[config.mk]
export PLATFORM = sky130hd
export DESIGN_NAME = gamepad_edge_repeat_merger_flat
export DESIGN_NICKNAME = d
export VERILOG_FILES = /design/src/germ_pkg.sv /design/src/germ_if.sv /design/src/gamepad_edge_repeat_merger.sv /design/src/germ_rem_unit.sv /design/src/germ_frame_merge.sv /design/src/flat_wrapper.sv
export SDC_FILE = /design/constraint.sdc
export NUM_CORES = 1
export LEC_CHECK = 0
export BUFFER_PORTS_ARGS = -buffer_cell sky130_fd_sc_hd__buf_2
export CORE_AREA = 2 2 245 308
export DETAILED_ROUTE_END_ITERATION = 16
export DIE_AREA = 0 0 247 310
export GPL_ROUTABILITY_DRIVEN = 0
export RECOVER_POWER = 50
export SLEW_MARGIN = 20
export SYNTH_ARGS = -nofsm -noshare
export SYNTH_HDL_FRONTEND = slang
export SYNTH_HIERARCHICAL = 1
export SYNTH_SLANG_ARGS = --single-unit
[constraint.sdc]
create_clock -name clk -period 4.7 [get_ports clk]
set_input_delay 0.235 -clock clk [delete_from_list [all_inputs] [get_ports clk]]
set_output_delay 0.235 -clock clk [all_outputs]
set_load 0.02 [all_outputs]
[src/germ_pkg.sv]
package germ_pkg;

	localparam logic [15:0] REPEAT_MASK = 16'h1F7F;
	localparam logic [15:0] DPAD_LEFT   = 16'h0001;
	localparam logic [15:0] DPAD_RIGHT  = 16'h0002;
	localparam logic [15:0] DPAD_DOWN   = 16'h0004;
	localparam logic [15:0] DPAD_UP     = 16'h0008;

	localparam logic [1:0] STAT_NONE     = 2'd0;
	localparam logic [1:0] STAT_TRANSFER = 2'd1;
	localparam logic [1:0] STAT_NOCTRL   = 2'd2;
	localparam logic [1:0] STAT_NOTREADY = 2'd3;

	localparam logic REG_DELAY  = 1'b0;
	localparam logic REG_PERIOD = 1'b1;

	localparam logic [7:0] DELAY_RESET  = 8'd30;
	localparam logic [7:0] PERIOD_RESET = 8'd6;

	typedef struct packed {
		logic              frame_first;
		logic [1:0]        pad_index;
		logic [1:0]        error_code;
		logic [15:0]       buttons;
		logic signed [7:0] stick_x;
		logic signed [7:0] stick_y;
		logic signed [7:0] substick_x;
		logic signed [7:0] substick_y;
		logic [7:0]        trigger_left;
		logic [7:0]        trigger_right;
	} germ_item_t;

	typedef struct packed {
		logic        start;
		logic [31:0] dividend;
		logic [7:0]  divisor;
	} germ_rem_req_t;

	typedef struct packed {
		logic done;
		logic zero;
	} germ_rem_rsp_t;

	typedef struct packed {
		logic              commit;
		logic              clear;
		logic              pad_ok;
		logic [1:0]        err;
		logic [15:0]       cur;
		logic [15:0]       pressed;
		logic [15:0]       released;
		logic [15:0]       rep;
		logic signed [7:0] stick_x;
		logic signed [7:0] stick_y;
		logic signed [7:0] substick_x;
		logic signed [7:0] substick_y;
		logic [7:0]        trigger_left;
		logic [7:0]        trigger_right;
	} germ_upd_t;

	typedef struct packed {
		logic [15:0]       buttons;
		logic [15:0]       pressed;
		logic [15:0]       released;
		logic [15:0]       rep;
		logic signed [7:0] stick_x;
		logic signed [7:0] stick_y;
		logic signed [7:0] substick_x;
		logic signed [7:0] substick_y;
		logic [7:0]        trigger_left;
		logic [7:0]        trigger_right;
		logic [1:0]        status;
	} germ_frame_t;

	// magnitude of a signed byte; -128 gives 128
	function automatic logic [7:0] mag8(input logic signed [7:0] v);
		logic [7:0] r;
		r = v[7] ? 8'(-v) : 8'(v);
		return r;
	endfunction

endpackage

[src/germ_if.sv]
interface germ_in_if;
	logic              valid;
	logic              ready;
	logic              frame_first;
	logic [1:0]        pad_index;
	logic [1:0]        error_code;
	logic [15:0]       buttons_in;
	logic signed [7:0] stick_x_in;
	logic signed [7:0] stick_y_in;
	logic signed [7:0] substick_x_in;
	logic signed [7:0] substick_y_in;
	logic [7:0]        trigger_left_in;
	logic [7:0]        trigger_right_in;

	modport source (
		output valid, frame_first, pad_index, error_code, buttons_in,
		       stick_x_in, stick_y_in, substick_x_in, substick_y_in,
		       trigger_left_in, trigger_right_in,
		input  ready
	);
	modport sink (
		input  valid, frame_first, pad_index, error_code, buttons_in,
		       stick_x_in, stick_y_in, substick_x_in, substick_y_in,
		       trigger_left_in, trigger_right_in,
		output ready
	);
endinterface

interface germ_out_if;
	logic              valid;
	logic              ready;
	logic [15:0]       merged_buttons;
	logic [15:0]       merged_pressed;
	logic [15:0]       merged_released;
	logic [15:0]       merged_repeat;
	logic signed [7:0] merged_stick_x;
	logic signed [7:0] merged_stick_y;
	logic signed [7:0] merged_substick_x;
	logic signed [7:0] merged_substick_y;
	logic [7:0]        merged_trigger_left;
	logic [7:0]        merged_trigger_right;
	logic [1:0]        merged_status;

	modport source (
		output valid, merged_buttons, merged_pressed, merged_released, merged_repeat,
		       merged_stick_x, merged_stick_y, merged_substick_x, merged_substick_y,
		       merged_trigger_left, merged_trigger_right, merged_status,
		input  ready
	);
	modport sink (
		input  valid, merged_buttons, merged_pressed, merged_released, merged_repeat,
		       merged_stick_x, merged_stick_y, merged_substick_x, merged_substick_y,
		       merged_trigger_left, merged_trigger_right, merged_status,
		output ready
	);
endinterface

[src/gamepad_edge_repeat_merger.sv]
// channel | dir | handshake    | word
// in_ch   | in  | valid/ready  | one controller reading
// out_ch  | out | valid/ready  | running frame merge after that reading
// cfg     | in  | cfg_we       | repeat_delay (index 0), repeat_period (index 1)
//
// A reading goes EVAL, DIV (when auto-repeat may fire), COMMIT: the held-count
// remainder by repeat_period goes through a shared 32-step bit-serial unit.
// One reading at a time; in_ch is ready only while the sequencer is idle.
// The result stays on out_ch until taken; the next reading is accepted meanwhile
// but does not commit until that word has gone.
// arst_n clears pad history, the frame merge and the registers to 30 and 6.
module gamepad_edge_repeat_merger #(
	parameter int NUM_PADS = 4
) (
	input  logic        clk,
	input  logic        arst_n,
	germ_in_if.sink     in_ch,
	germ_out_if.source  out_ch,
	input  logic        cfg_we,
	input  logic        cfg_index,
	input  logic [7:0]  cfg_wdata
);
	import germ_pkg::*;

	localparam int PW = (NUM_PADS > 1) ? $clog2(NUM_PADS) : 1;

	localparam logic [1:0] S_IDLE   = 2'd0;
	localparam logic [1:0] S_EVAL   = 2'd1;
	localparam logic [1:0] S_DIV    = 2'd2;
	localparam logic [1:0] S_COMMIT = 2'd3;

	logic [1:0]  state_q;
	logic [7:0]  delay_q;
	logic [7:0]  period_q;
	germ_item_t  item_q;
	logic        out_valid_q;

	logic [15:0] last_q [NUM_PADS];
	logic [31:0] held_q [NUM_PADS];

	logic [15:0] cur_q, pressed_q, released_q, rep_raw_q;
	logic        hold_q;
	logic        fire_q;
	logic [31:0] cnt_q;

	logic          pad_ok;
	logic [PW-1:0] idx;
	logic [15:0]   prev, cur, pressed, released, rep_raw;
	logic [31:0]   cnt_inc;
	logic          need_div;
	logic          commit;

	germ_rem_req_t rem_req;
	germ_rem_rsp_t rem_rsp;
	germ_upd_t     upd;
	germ_frame_t   frame;

	assign pad_ok = ({30'd0, item_q.pad_index} < NUM_PADS);
	assign idx    = PW'(item_q.pad_index);
	assign prev   = pad_ok ? last_q[idx] : '0;

	always_comb begin
		cur = item_q.buttons;
		if (item_q.error_code == STAT_NONE) begin
			if (item_q.stick_x < 0)
				cur = cur | DPAD_LEFT;
			else if (item_q.stick_x > 0)
				cur = cur | DPAD_RIGHT;
			if (item_q.stick_y < 0)
				cur = cur | DPAD_DOWN;
			else if (item_q.stick_y > 0)
				cur = cur | DPAD_UP;
		end
	end

	assign pressed  = cur & (prev ^ cur);
	assign released = prev & (prev ^ cur);
	assign rep_raw  = cur & prev & REPEAT_MASK;
	assign cnt_inc  = (pad_ok ? held_q[idx] : 32'd0) + 32'd1;
	assign need_div = pad_ok && (item_q.error_code == STAT_NONE) && (rep_raw != 16'd0)
	                  && (cnt_inc >= {24'd0, delay_q}) && (period_q != 8'd0);

	assign rem_req.start    = (state_q == S_EVAL) && need_div;
	assign rem_req.dividend = cnt_inc;
	assign rem_req.divisor  = period_q;

	germ_rem_unit u_rem (
		.clk    (clk),
		.arst_n (arst_n),
		.req    (rem_req),
		.rsp    (rem_rsp)
	);

	assign commit = (state_q == S_COMMIT) && (!out_valid_q || out_ch.ready);

	always_ff @(posedge clk or negedge arst_n) begin
		if (!arst_n) begin
			state_q     <= S_IDLE;
			out_valid_q <= 1'b0;
			delay_q     <= DELAY_RESET;
			period_q    <= PERIOD_RESET;
			for (int p = 0; p < NUM_PADS; p++) begin
				last_q[p] <= '0;
				held_q[p] <= '0;
			end
		end else begin
			if (cfg_we) begin
				unique case (cfg_index)
					REG_DELAY:  delay_q  <= cfg_wdata;
					REG_PERIOD: period_q <= cfg_wdata;
					default:    ;
				endcase
			end
			if (commit)
				out_valid_q <= 1'b1;
			else if (out_valid_q && out_ch.ready)
				out_valid_q <= 1'b0;
			unique case (state_q)
				S_IDLE: begin
					if (in_ch.valid)
						state_q <= S_EVAL;
				end
				S_EVAL: begin
					state_q <= need_div ? S_DIV : S_COMMIT;
				end
				S_DIV: begin
					if (rem_rsp.done)
						state_q <= S_COMMIT;
				end
				S_COMMIT: begin
					if (commit) begin
						state_q <= S_IDLE;
						if (pad_ok && item_q.error_code != STAT_TRANSFER) begin
							last_q[idx] <= cur_q;
							if (item_q.error_code == STAT_NONE)
								held_q[idx] <= hold_q ? cnt_q : 32'd0;
						end
					end
				end
				default: state_q <= S_IDLE;
			endcase
		end
	end

	always_ff @(posedge clk) begin
		if (state_q == S_IDLE && in_ch.valid) begin
			item_q.frame_first   <= in_ch.frame_first;
			item_q.pad_index     <= in_ch.pad_index;
			item_q.error_code    <= in_ch.error_code;
			item_q.buttons       <= in_ch.buttons_in;
			item_q.stick_x       <= in_ch.stick_x_in;
			item_q.stick_y       <= in_ch.stick_y_in;
			item_q.substick_x    <= in_ch.substick_x_in;
			item_q.substick_y    <= in_ch.substick_y_in;
			item_q.trigger_left  <= in_ch.trigger_left_in;
			item_q.trigger_right <= in_ch.trigger_right_in;
		end
		if (state_q == S_EVAL) begin
			cur_q      <= cur;
			pressed_q  <= pressed;
			released_q <= released;
			rep_raw_q  <= rep_raw;
			hold_q     <= (rep_raw != 16'd0);
			cnt_q      <= cnt_inc;
			fire_q     <= 1'b0;
		end else if (state_q == S_DIV && rem_rsp.done) begin
			fire_q <= rem_rsp.zero;
		end
	end

	assign in_ch.ready = (state_q == S_IDLE);

	always_comb begin
		upd.commit        = commit;
		upd.clear         = item_q.frame_first;
		upd.pad_ok        = pad_ok;
		upd.err           = item_q.error_code;
		upd.cur           = cur_q;
		upd.pressed       = pressed_q;
		upd.released      = released_q;
		upd.rep           = (fire_q ? rep_raw_q : 16'd0) | pressed_q;
		upd.stick_x       = item_q.stick_x;
		upd.stick_y       = item_q.stick_y;
		upd.substick_x    = item_q.substick_x;
		upd.substick_y    = item_q.substick_y;
		upd.trigger_left  = item_q.trigger_left;
		upd.trigger_right = item_q.trigger_right;
	end

	germ_frame_merge u_merge (
		.clk    (clk),
		.arst_n (arst_n),
		.upd    (upd),
		.frame  (frame)
	);

	assign out_ch.valid                = out_valid_q;
	assign out_ch.merged_buttons       = frame.buttons;
	assign out_ch.merged_pressed       = frame.pressed;
	assign out_ch.merged_released      = frame.released;
	assign out_ch.merged_repeat        = frame.rep;
	assign out_ch.merged_stick_x       = frame.stick_x;
	assign out_ch.merged_stick_y       = frame.stick_y;
	assign out_ch.merged_substick_x    = frame.substick_x;
	assign out_ch.merged_substick_y    = frame.substick_y;
	assign out_ch.merged_trigger_left  = frame.trigger_left;
	assign out_ch.merged_trigger_right = frame.trigger_right;
	assign out_ch.merged_status        = frame.status;

endmodule

[src/germ_rem_unit.sv]
module germ_rem_unit (
	input  logic                   clk,
	input  logic                   arst_n,
	input  germ_pkg::germ_rem_req_t req,
	output germ_pkg::germ_rem_rsp_t rsp
);
	import germ_pkg::*;

	logic        busy_q;
	logic        done_q;
	logic [5:0]  cnt_q;
	logic [31:0] quo_q;
	logic [7:0]  rem_q;
	logic [7:0]  div_q;
	logic [8:0]  trial;
	logic [8:0]  rem_next;

	// restoring remainder, one dividend bit a cycle
	assign trial    = {rem_q, quo_q[31]};
	assign rem_next = (trial >= {1'b0, div_q}) ? (trial - {1'b0, div_q}) : trial;

	always_ff @(posedge clk or negedge arst_n) begin
		if (!arst_n) begin
			busy_q <= 1'b0;
			done_q <= 1'b0;
			cnt_q  <= '0;
		end else begin
			done_q <= 1'b0;
			if (req.start) begin
				busy_q <= 1'b1;
				cnt_q  <= 6'd32;
			end else if (busy_q) begin
				cnt_q <= cnt_q - 6'd1;
				if (cnt_q == 6'd1) begin
					busy_q <= 1'b0;
					done_q <= 1'b1;
				end
			end
		end
	end

	always_ff @(posedge clk) begin
		if (req.start) begin
			quo_q <= req.dividend;
			rem_q <= '0;
			div_q <= req.divisor;
		end else if (busy_q) begin
			quo_q <= {quo_q[30:0], 1'b0};
			rem_q <= rem_next[7:0];
		end
	end

	assign rsp.done = done_q;
	assign rsp.zero = (rem_q == 8'd0);

endmodule

[src/germ_frame_merge.sv]
module germ_frame_merge (
	input  logic                 clk,
	input  logic                 arst_n,
	input  germ_pkg::germ_upd_t   upd,
	output germ_pkg::germ_frame_t frame
);
	import germ_pkg::*;

	germ_frame_t frame_q;
	germ_frame_t base;
	germ_frame_t nxt;

	always_comb begin
		base = frame_q;
		if (upd.clear) begin
			base        = '0;
			base.status = STAT_NOCTRL;
		end
		nxt = base;
		if (upd.pad_ok) begin
			if (upd.err == STAT_NONE) begin
				nxt.status = STAT_NONE;
			end else if ((upd.err == STAT_TRANSFER || upd.err == STAT_NOTREADY)
			             && base.status == STAT_NOCTRL) begin
				nxt.status = upd.err;
			end
			if (upd.err == STAT_NONE) begin
				nxt.buttons  = base.buttons | upd.cur;
				nxt.pressed  = base.pressed | upd.pressed;
				nxt.released = base.released | upd.released;
				nxt.rep      = base.rep | upd.rep;
				// ties keep the earlier value
				if (mag8(base.stick_x) < mag8(upd.stick_x))
					nxt.stick_x = upd.stick_x;
				if (mag8(base.stick_y) < mag8(upd.stick_y))
					nxt.stick_y = upd.stick_y;
				if (mag8(base.substick_x) < mag8(upd.substick_x))
					nxt.substick_x = upd.substick_x;
				if (mag8(base.substick_y) < mag8(upd.substick_y))
					nxt.substick_y = upd.substick_y;
				if (base.trigger_left < upd.trigger_left)
					nxt.trigger_left = upd.trigger_left;
				if (base.trigger_right < upd.trigger_right)
					nxt.trigger_right = upd.trigger_right;
			end
		end
	end

	always_ff @(posedge clk or negedge arst_n) begin
		if (!arst_n) begin
			frame_q        <= '0;
			frame_q.status <= STAT_NOCTRL;
		end else if (upd.commit) begin
			frame_q <= nxt;
		end
	end

	assign frame = frame_q;

endmodule

[src/flat_wrapper.sv]
// flat-port wrapper written by rule: the top's interface ports become plain ports
module gamepad_edge_repeat_merger_flat import germ_pkg::*;
#(
	parameter int NUM_PADS = 4
)
  (clk, arst_n, cfg_we, cfg_index, cfg_wdata, in_ch_valid, in_ch_frame_first, in_ch_pad_index, in_ch_error_code, in_ch_buttons_in, in_ch_stick_x_in, in_ch_stick_y_in, in_ch_substick_x_in, in_ch_substick_y_in, in_ch_trigger_left_in, in_ch_trigger_right_in, in_ch_ready, out_ch_valid, out_ch_merged_buttons, out_ch_merged_pressed, out_ch_merged_released, out_ch_merged_repeat, out_ch_merged_stick_x, out_ch_merged_stick_y, out_ch_merged_substick_x, out_ch_merged_substick_y, out_ch_merged_trigger_left, out_ch_merged_trigger_right, out_ch_merged_status, out_ch_ready);
  germ_in_if in_ch_i ();
  germ_out_if out_ch_i ();
  input  logic clk;
  input  logic arst_n;
  input  logic cfg_we;
  input  logic cfg_index;
  input  logic [7:0] cfg_wdata;
  input wire logic [$bits(in_ch_i.valid)-1:0] in_ch_valid;
  input wire logic [$bits(in_ch_i.frame_first)-1:0] in_ch_frame_first;
  input wire logic [$bits(in_ch_i.pad_index)-1:0] in_ch_pad_index;
  input wire logic [$bits(in_ch_i.error_code)-1:0] in_ch_error_code;
  input wire logic [$bits(in_ch_i.buttons_in)-1:0] in_ch_buttons_in;
  input wire logic [$bits(in_ch_i.stick_x_in)-1:0] in_ch_stick_x_in;
  input wire logic [$bits(in_ch_i.stick_y_in)-1:0] in_ch_stick_y_in;
  input wire logic [$bits(in_ch_i.substick_x_in)-1:0] in_ch_substick_x_in;
  input wire logic [$bits(in_ch_i.substick_y_in)-1:0] in_ch_substick_y_in;
  input wire logic [$bits(in_ch_i.trigger_left_in)-1:0] in_ch_trigger_left_in;
  input wire logic [$bits(in_ch_i.trigger_right_in)-1:0] in_ch_trigger_right_in;
  output wire logic [$bits(in_ch_i.ready)-1:0] in_ch_ready;
  output wire logic [$bits(out_ch_i.valid)-1:0] out_ch_valid;
  output wire logic [$bits(out_ch_i.merged_buttons)-1:0] out_ch_merged_buttons;
  output wire logic [$bits(out_ch_i.merged_pressed)-1:0] out_ch_merged_pressed;
  output wire logic [$bits(out_ch_i.merged_released)-1:0] out_ch_merged_released;
  output wire logic [$bits(out_ch_i.merged_repeat)-1:0] out_ch_merged_repeat;
  output wire logic [$bits(out_ch_i.merged_stick_x)-1:0] out_ch_merged_stick_x;
  output wire logic [$bits(out_ch_i.merged_stick_y)-1:0] out_ch_merged_stick_y;
  output wire logic [$bits(out_ch_i.merged_substick_x)-1:0] out_ch_merged_substick_x;
  output wire logic [$bits(out_ch_i.merged_substick_y)-1:0] out_ch_merged_substick_y;
  output wire logic [$bits(out_ch_i.merged_trigger_left)-1:0] out_ch_merged_trigger_left;
  output wire logic [$bits(out_ch_i.merged_trigger_right)-1:0] out_ch_merged_trigger_right;
  output wire logic [$bits(out_ch_i.merged_status)-1:0] out_ch_merged_status;
  input wire logic [$bits(out_ch_i.ready)-1:0] out_ch_ready;
  assign in_ch_i.valid = in_ch_valid;
  assign in_ch_i.frame_first = in_ch_frame_first;
  assign in_ch_i.pad_index = in_ch_pad_index;
  assign in_ch_i.error_code = in_ch_error_code;
  assign in_ch_i.buttons_in = in_ch_buttons_in;
  assign in_ch_i.stick_x_in = in_ch_stick_x_in;
  assign in_ch_i.stick_y_in = in_ch_stick_y_in;
  assign in_ch_i.substick_x_in = in_ch_substick_x_in;
  assign in_ch_i.substick_y_in = in_ch_substick_y_in;
  assign in_ch_i.trigger_left_in = in_ch_trigger_left_in;
  assign in_ch_i.trigger_right_in = in_ch_trigger_right_in;
  assign in_ch_ready = in_ch_i.ready;
  assign out_ch_valid = out_ch_i.valid;
  assign out_ch_merged_buttons = out_ch_i.merged_buttons;
  assign out_ch_merged_pressed = out_ch_i.merged_pressed;
  assign out_ch_merged_released = out_ch_i.merged_released;
  assign out_ch_merged_repeat = out_ch_i.merged_repeat;
  assign out_ch_merged_stick_x = out_ch_i.merged_stick_x;
  assign out_ch_merged_stick_y = out_ch_i.merged_stick_y;
  assign out_ch_merged_substick_x = out_ch_i.merged_substick_x;
  assign out_ch_merged_substick_y = out_ch_i.merged_substick_y;
  assign out_ch_merged_trigger_left = out_ch_i.merged_trigger_left;
  assign out_ch_merged_trigger_right = out_ch_i.merged_trigger_right;
  assign out_ch_merged_status = out_ch_i.merged_status;
  assign out_ch_i.ready = out_ch_ready;
  gamepad_edge_repeat_merger #(.NUM_PADS(NUM_PADS)) u_core (.clk(clk), .arst_n(arst_n), .in_ch(in_ch_i), .out_ch(out_ch_i), .cfg_we(cfg_we), .cfg_index(cfg_index), .cfg_wdata(cfg_wdata));
endmodule
# Word level (Yosys, flattened, before mapping)
# Cells that the tools add are included.
# totals
regBits	544
latchBits	0
mem_bits_rw	0
romBits	0
inputBits	83
output_inout_bits	116
word_cells	173
memories	0
# op_classes
n_addsub	11
n_mul	0
div	0
n_lt_le_gt_ge	14
eq_ne	11
shifts	0
n_mux	55
bitwise_logic	11
reduce_logical	25
# op_table
operator	count
32-bit 2-to-1 mux	6
128-bit bitwise mux	1
8-bit 2-to-1 mux	15
114-bit 2-to-1 mux	1
112-bit 2-to-1 mux	1
16-bit OR	5
32-bit binary-select mux with 2-bit select	1
64-bit bitwise mux	1
32-bit demux with 2-bit select	1
8-bit negation	8
8-bit < comparator	6
16-bit 2-to-1 mux	3
32-bit by 1-bit adder with 32-bit output, second input constant	1
16-bit bitwise AND	2
16-bit binary-select mux with 2-bit select	1
16-bit demux with 2-bit select	1
32-bit by 8-bit greater-or-equal comparator with 1-bit output	1
8-bit by 1-bit > comparator with 1-bit output, second input constant	2
8-bit by 1-bit < comparator with 1-bit output, second input constant	2
16-bit nonzero test	1
16-bit bitwise XOR	1
2-bit 2-to-1 mux	7
13-bit bitwise AND	1
13-bit 2-to-1 mux	1
26 further kinds	57

# Logic depth before layout (Yosys ltp)
# logic_depth
word_depth	13
depth_mapped	20
ltp_nobuf	18

# By module
# The synthesis kept the hierarchy.
# by_module_without_submodules
module	instances	cells_per_inst	area_each_um2	seq_area_each_um2
gamepad_edge_repeat_merger	1	1120	15507.4	10172.3
germ_frame_merge	1	642	6586.3	2854.0
germ_rem_unit	1	219	2758.9	1561.5

# Worst setup path before layout
# No wires, ideal clock.
# synth_timing
kind	register -> register
from	register u_core.item_q (netlist bit u_core/idx[0])
to	register u_core.u_rem.quo_q[0] (enable)
setup_ns	0.408
arrival_ns	4.770
t_required_ns	4.292
slack_ns	-0.479
path_stages_with_launch	19
path_buffers	3
period_less_slack_ns	5.179
cell_sequence	edfxtp_1 buf_6 buf_12 mux4_2 and3_1 and3_1 xor2_1 ha_1 a21o_1 a21o_1 a21oi_1 o21ai_0 a2111oi_2 nand4_1 o31a_1 and2_1 buf_1 nor2_1 inv_1
# synth_rtl
element	line_no	text
from (decl)	gamepad_edge_repeat_merger.sv:35	germ_item_t item_q;
to (signal assigned)	germ_rem_unit.sv:44	quo_q <= req.dividend;
to (signal assigned)	germ_rem_unit.sv:48	quo_q <= {quo_q[30:0], 1'b0};
to (decl)	germ_rem_unit.sv:12	logic [31:0] quo_q;

==> results_dict.tcl <==
set metrics [dict create \
    clkTransAtPathRegs_ns 0.07 \
    pwr-share-seq_pct 44.8 \
    rsz0062_at_grt "no" \
    slew_headroom_pct -66.8 \
    nets 2418 \
    p_leak_nw 12.3 \
    status "finished, violations left" \
    avgRoutedWirePerCell_um 18.5 \
    place_inst 3093 \
    power_density_nw_per_um2 631 \
    drive_above_1_share_pct 15.7 \
    p_int_w 0.0118 \
    hold_class "in -> reg" \
    synthCells 1981 \
    io_buffer_count 198 \
    drc 0 \
    overflow 0 \
    ir_drop_uv 405 \
    cts_inserted_buffers 50 \
    p_total_w 0.0185 \
    slew_viol_final 91 \
    setup_viol 0 \
    crit_type "reg -> reg" \
    combPwrFrac_pct 33.2 \
    post-route-period-util_pct 93.3 \
    area_growth_pct 18.0 \
    arrival_ns 4.86 \
    antenna_cells 0 \
    max-clock-path-buffers 3 \
    most-common-layout-cells "326 x dfrtp_1, 270 x nand2_1, 202 x edfxtp_1, 150 x o21ai_0, 145 x clkbuf_1" \
    hpwl_um 41700 \
    die_area_um2 76600 \
    place_ws_ns 0.149 \
    grt_pass1_vias 17000 \
    drtAntennaViolNets 0 \
    skew_ns 0.0416 \
    yosysSeqAreaShare_pct 58.7 \
    synth_top_cell_by_area "dfrtp_1" \
    crit_slowest_cell "mux4_1" \
    die_w_um 247 \
    synth.area.top_cells "dfrtp_1 33%, edfxtp_1 24%, mux2_2 4.8%, nand2_1 4.1%, ha_1 3.7%" \
    clock.fmax_mhz 228 \
    stdcell_count 3271 \
    vias 16400 \
    synth_area_um2 24900 \
    hold_viol_final 0 \
    clock-sinks 544 \
    async_flop_share_pct 61.2 \
    n_fill_cell 6906 \
    synth-edff-count 202 \
    start_kind "register" \
    grt_pass1_wl_um 93800 \
    cts_tree "built" \
    path_max_fanout 12 \
    violations "max-capacitance violations, max-slew violations" \
    via_per_inst 5.02 \
    crit_chain "buf_4 -> mux4_1 -> and3_4 -> and3_1 -> xor2_2 -> ha_1 -> a21o_1 -> a21o_1 -> a21oi_1 -> o21ai_1 -> a2111oi_4 -> nand4_1 -> o31a_1 -> and2_2 -> nor2b_1 -> buf_4 -> o21ai_0 -> o31ai_1" \
    syn_avg_cell_area_um2 12.5 \
    switching_power_w 0.00664 \
    synth_ff_type "dfrtp_1" \
    cts_root_buf "clkbuf_16" \
    fin_setup_tns_ns 0 \
    rows 112 \
    regArea_um2 14600 \
    drt_iter0_drc 936 \
    grt_start_max_net_pins 139 \
    yosys_warnings 6 \
    p_sw_share_pct 35.9 \
    finish.utilization_pct 39.7 \
    gr-usage-all-layers_pct 15.4 \
    max_stage_delay_ns 0.57 \
    critPathCaptureType "register" \
    tightest_slew_ns 2.50 \
    die_y_um 310 \
    clk_latency_ns 0.60 \
    ys_ff_latch 544 \
    cts_max_level 2 \
    clkPwrFrac_pct 22.0 \
    routed_wl_um 60500 \
    initial_core_util_pct 33.7 \
    drv_cap 1 \
    multiInputGateArea_um2 9600 \
    layout_min_cycle_time_ns 4.39 \
    netlist.area_leader.share_pct 32.8 \
    cp_data_required_time_ns 5.18 \
    ioPinCount 199 \
    fin_ws_ns 0.314 \
    grt_antenna_before_repair 1 \
    core-area_um2 73900 \
    dr.pass1.iters 5 \
    r2r_setup_slack_ns 0.31 \
    synth_cell_types 80 \
    final_common_cell "dfrtp_1" \
]
==> synth_stat cells, drive strengths merged, types with 10 or more instances <==
| library cell | instances |
|---|---|
| mux4 | 48 |
| xnor2 | 49 |
| clkbuf | 61 |
| a21o | 21 |
| o31ai | 15 |
| nor3 | 18 |
| ha | 73 |
| mux2 | 105 |
| buf | 28 |
| xor2 | 29 |
| dfrtp | 326 |
| nand2 | 275 |
| and2 | 22 |
| nand2b | 20 |
| edfxtp | 202 |
| o21ai | 152 |
| a22o | 80 |
| or3 | 10 |
| nor2 | 72 |
| a21oi | 35 |
| nand4 | 16 |
| mux2i | 45 |
| inv | 86 |
| nand3 | 33 |
| nor2b | 49 |
| nor4 | 16 |
==> final timing paths <==
path                                       from                       end  cells after the start
max                               u_core/idx[0]     u_core/u_rem/rem_q[7]                     18
max in group asynchronous                arst_n        u_core/period_q[4]                      3
max reg2reg                       u_core/idx[0]     u_core/u_rem/rem_q[7]                     18
min reg2reg                u_core/released_q[8]  u_core/u_merge/frame[74]                      1
min in group asynchronous                arst_n  u_core/u_merge/frame[30]                      2
min                                out_ch_ready       u_core/out_ch.valid                      3
==> power by group through the flow <==
stage                     logic (W)  clock network (W)  registers [W]
after floorplan             0.00401                  0        0.00837
after global placement      0.00597                  0        0.00827
after detailed placement    0.00616                  0        0.00835
after CTS                   0.00624            0.00417        0.00828
after global routing        0.00678            0.00434        0.00852
final                       0.00615            0.00406        0.00828
==> per-stage QoR <==
stage / instance area [µm²] / hold slack (ns)
2_1_floorplan: 24900 / -0.0606
3_3_place_gp: 27000 / 0.271
3_5_place_dp: 27000 / 0.282
4_1_cts: 29400 / 0.00852
5_1_grt: 29300 / 0.0489
6_report: 29300 / 0.0330
==> logic make-up after synthesis <==
kind of cell	after synthesis	synth area share, %
buf+inv	175	2.96
flops	544	58.7
compound gates	354	9.83
other cells	1	0.0151
simple gates	557	10.7
xor+xnor	78	2.75
mux	198	11.3
fa+ha+maj	74	3.76
==> registers in the layout, indices dropped and copies added (netlist names), 2 cells and up <==
name                  flops
u_core/last_q            64
u_core/u_merge/frame    114
u_core/cur_q             16
u_core/cnt_q             32
u_core/period_q           8
u_core/item_q            67
u_core/held_q           128
u_core/delay_q            8
u_core/rep_raw_q         12
u_core/u_rem/rem_q        8
u_core/idx                2
u_core/u_rem/cnt_q        6
u_core/state_q            2
u_core/pressed_q         16
u_core/released_q        16
u_core/u_rem/quo_q       32
u_core/u_rem/div_q        8
==> timing repair <==
action / CTS / global route
setup endpoints to repair: 0 / 35
gates resized for setup: 0 / 9
hold endpoints to repair: 174 / 0
hold buffers: 78 / 0
setup buffers: 0 / 7
==> routing by layer <==
| layer | wire, µm | track usage (%) | share of wire [%] |
|---|---|---|---|
| met2 | 30700 | 27.7 | 51 |
| met3 | 2360 | 1.90 | 3.9 |
| met5 | 13 | 0 | 0.021 |
| met1 | 25700 | 19.2 | 42 |
| met4 | 1730 | 4.93 | 2.9 |
==> final cells by class <==
cell class / instances / area share, %
Clock inverter: 25 / 0.930
Sequential cell: 544 / 49.8
Inverter: 86 / 1.11
Multi-Input combinational cell: 1264 / 32.7
Tap cell: 969 / 4.14
Clock buffer: 68 / 4.67
Timing Repair Buffer: 315 / 6.66
==> critical path, delay by kind of cell (launching register included) <==
kind	cells	cell delay, ns
xor+xnor	1	0.19
fa+ha+maj	1	0.31
compound gates	8	1.59
simple gates	5	0.97
flops	1	0.35
buf+inv	2	0.31
mux	1	0.57
(Power assumes the default switching activity.)
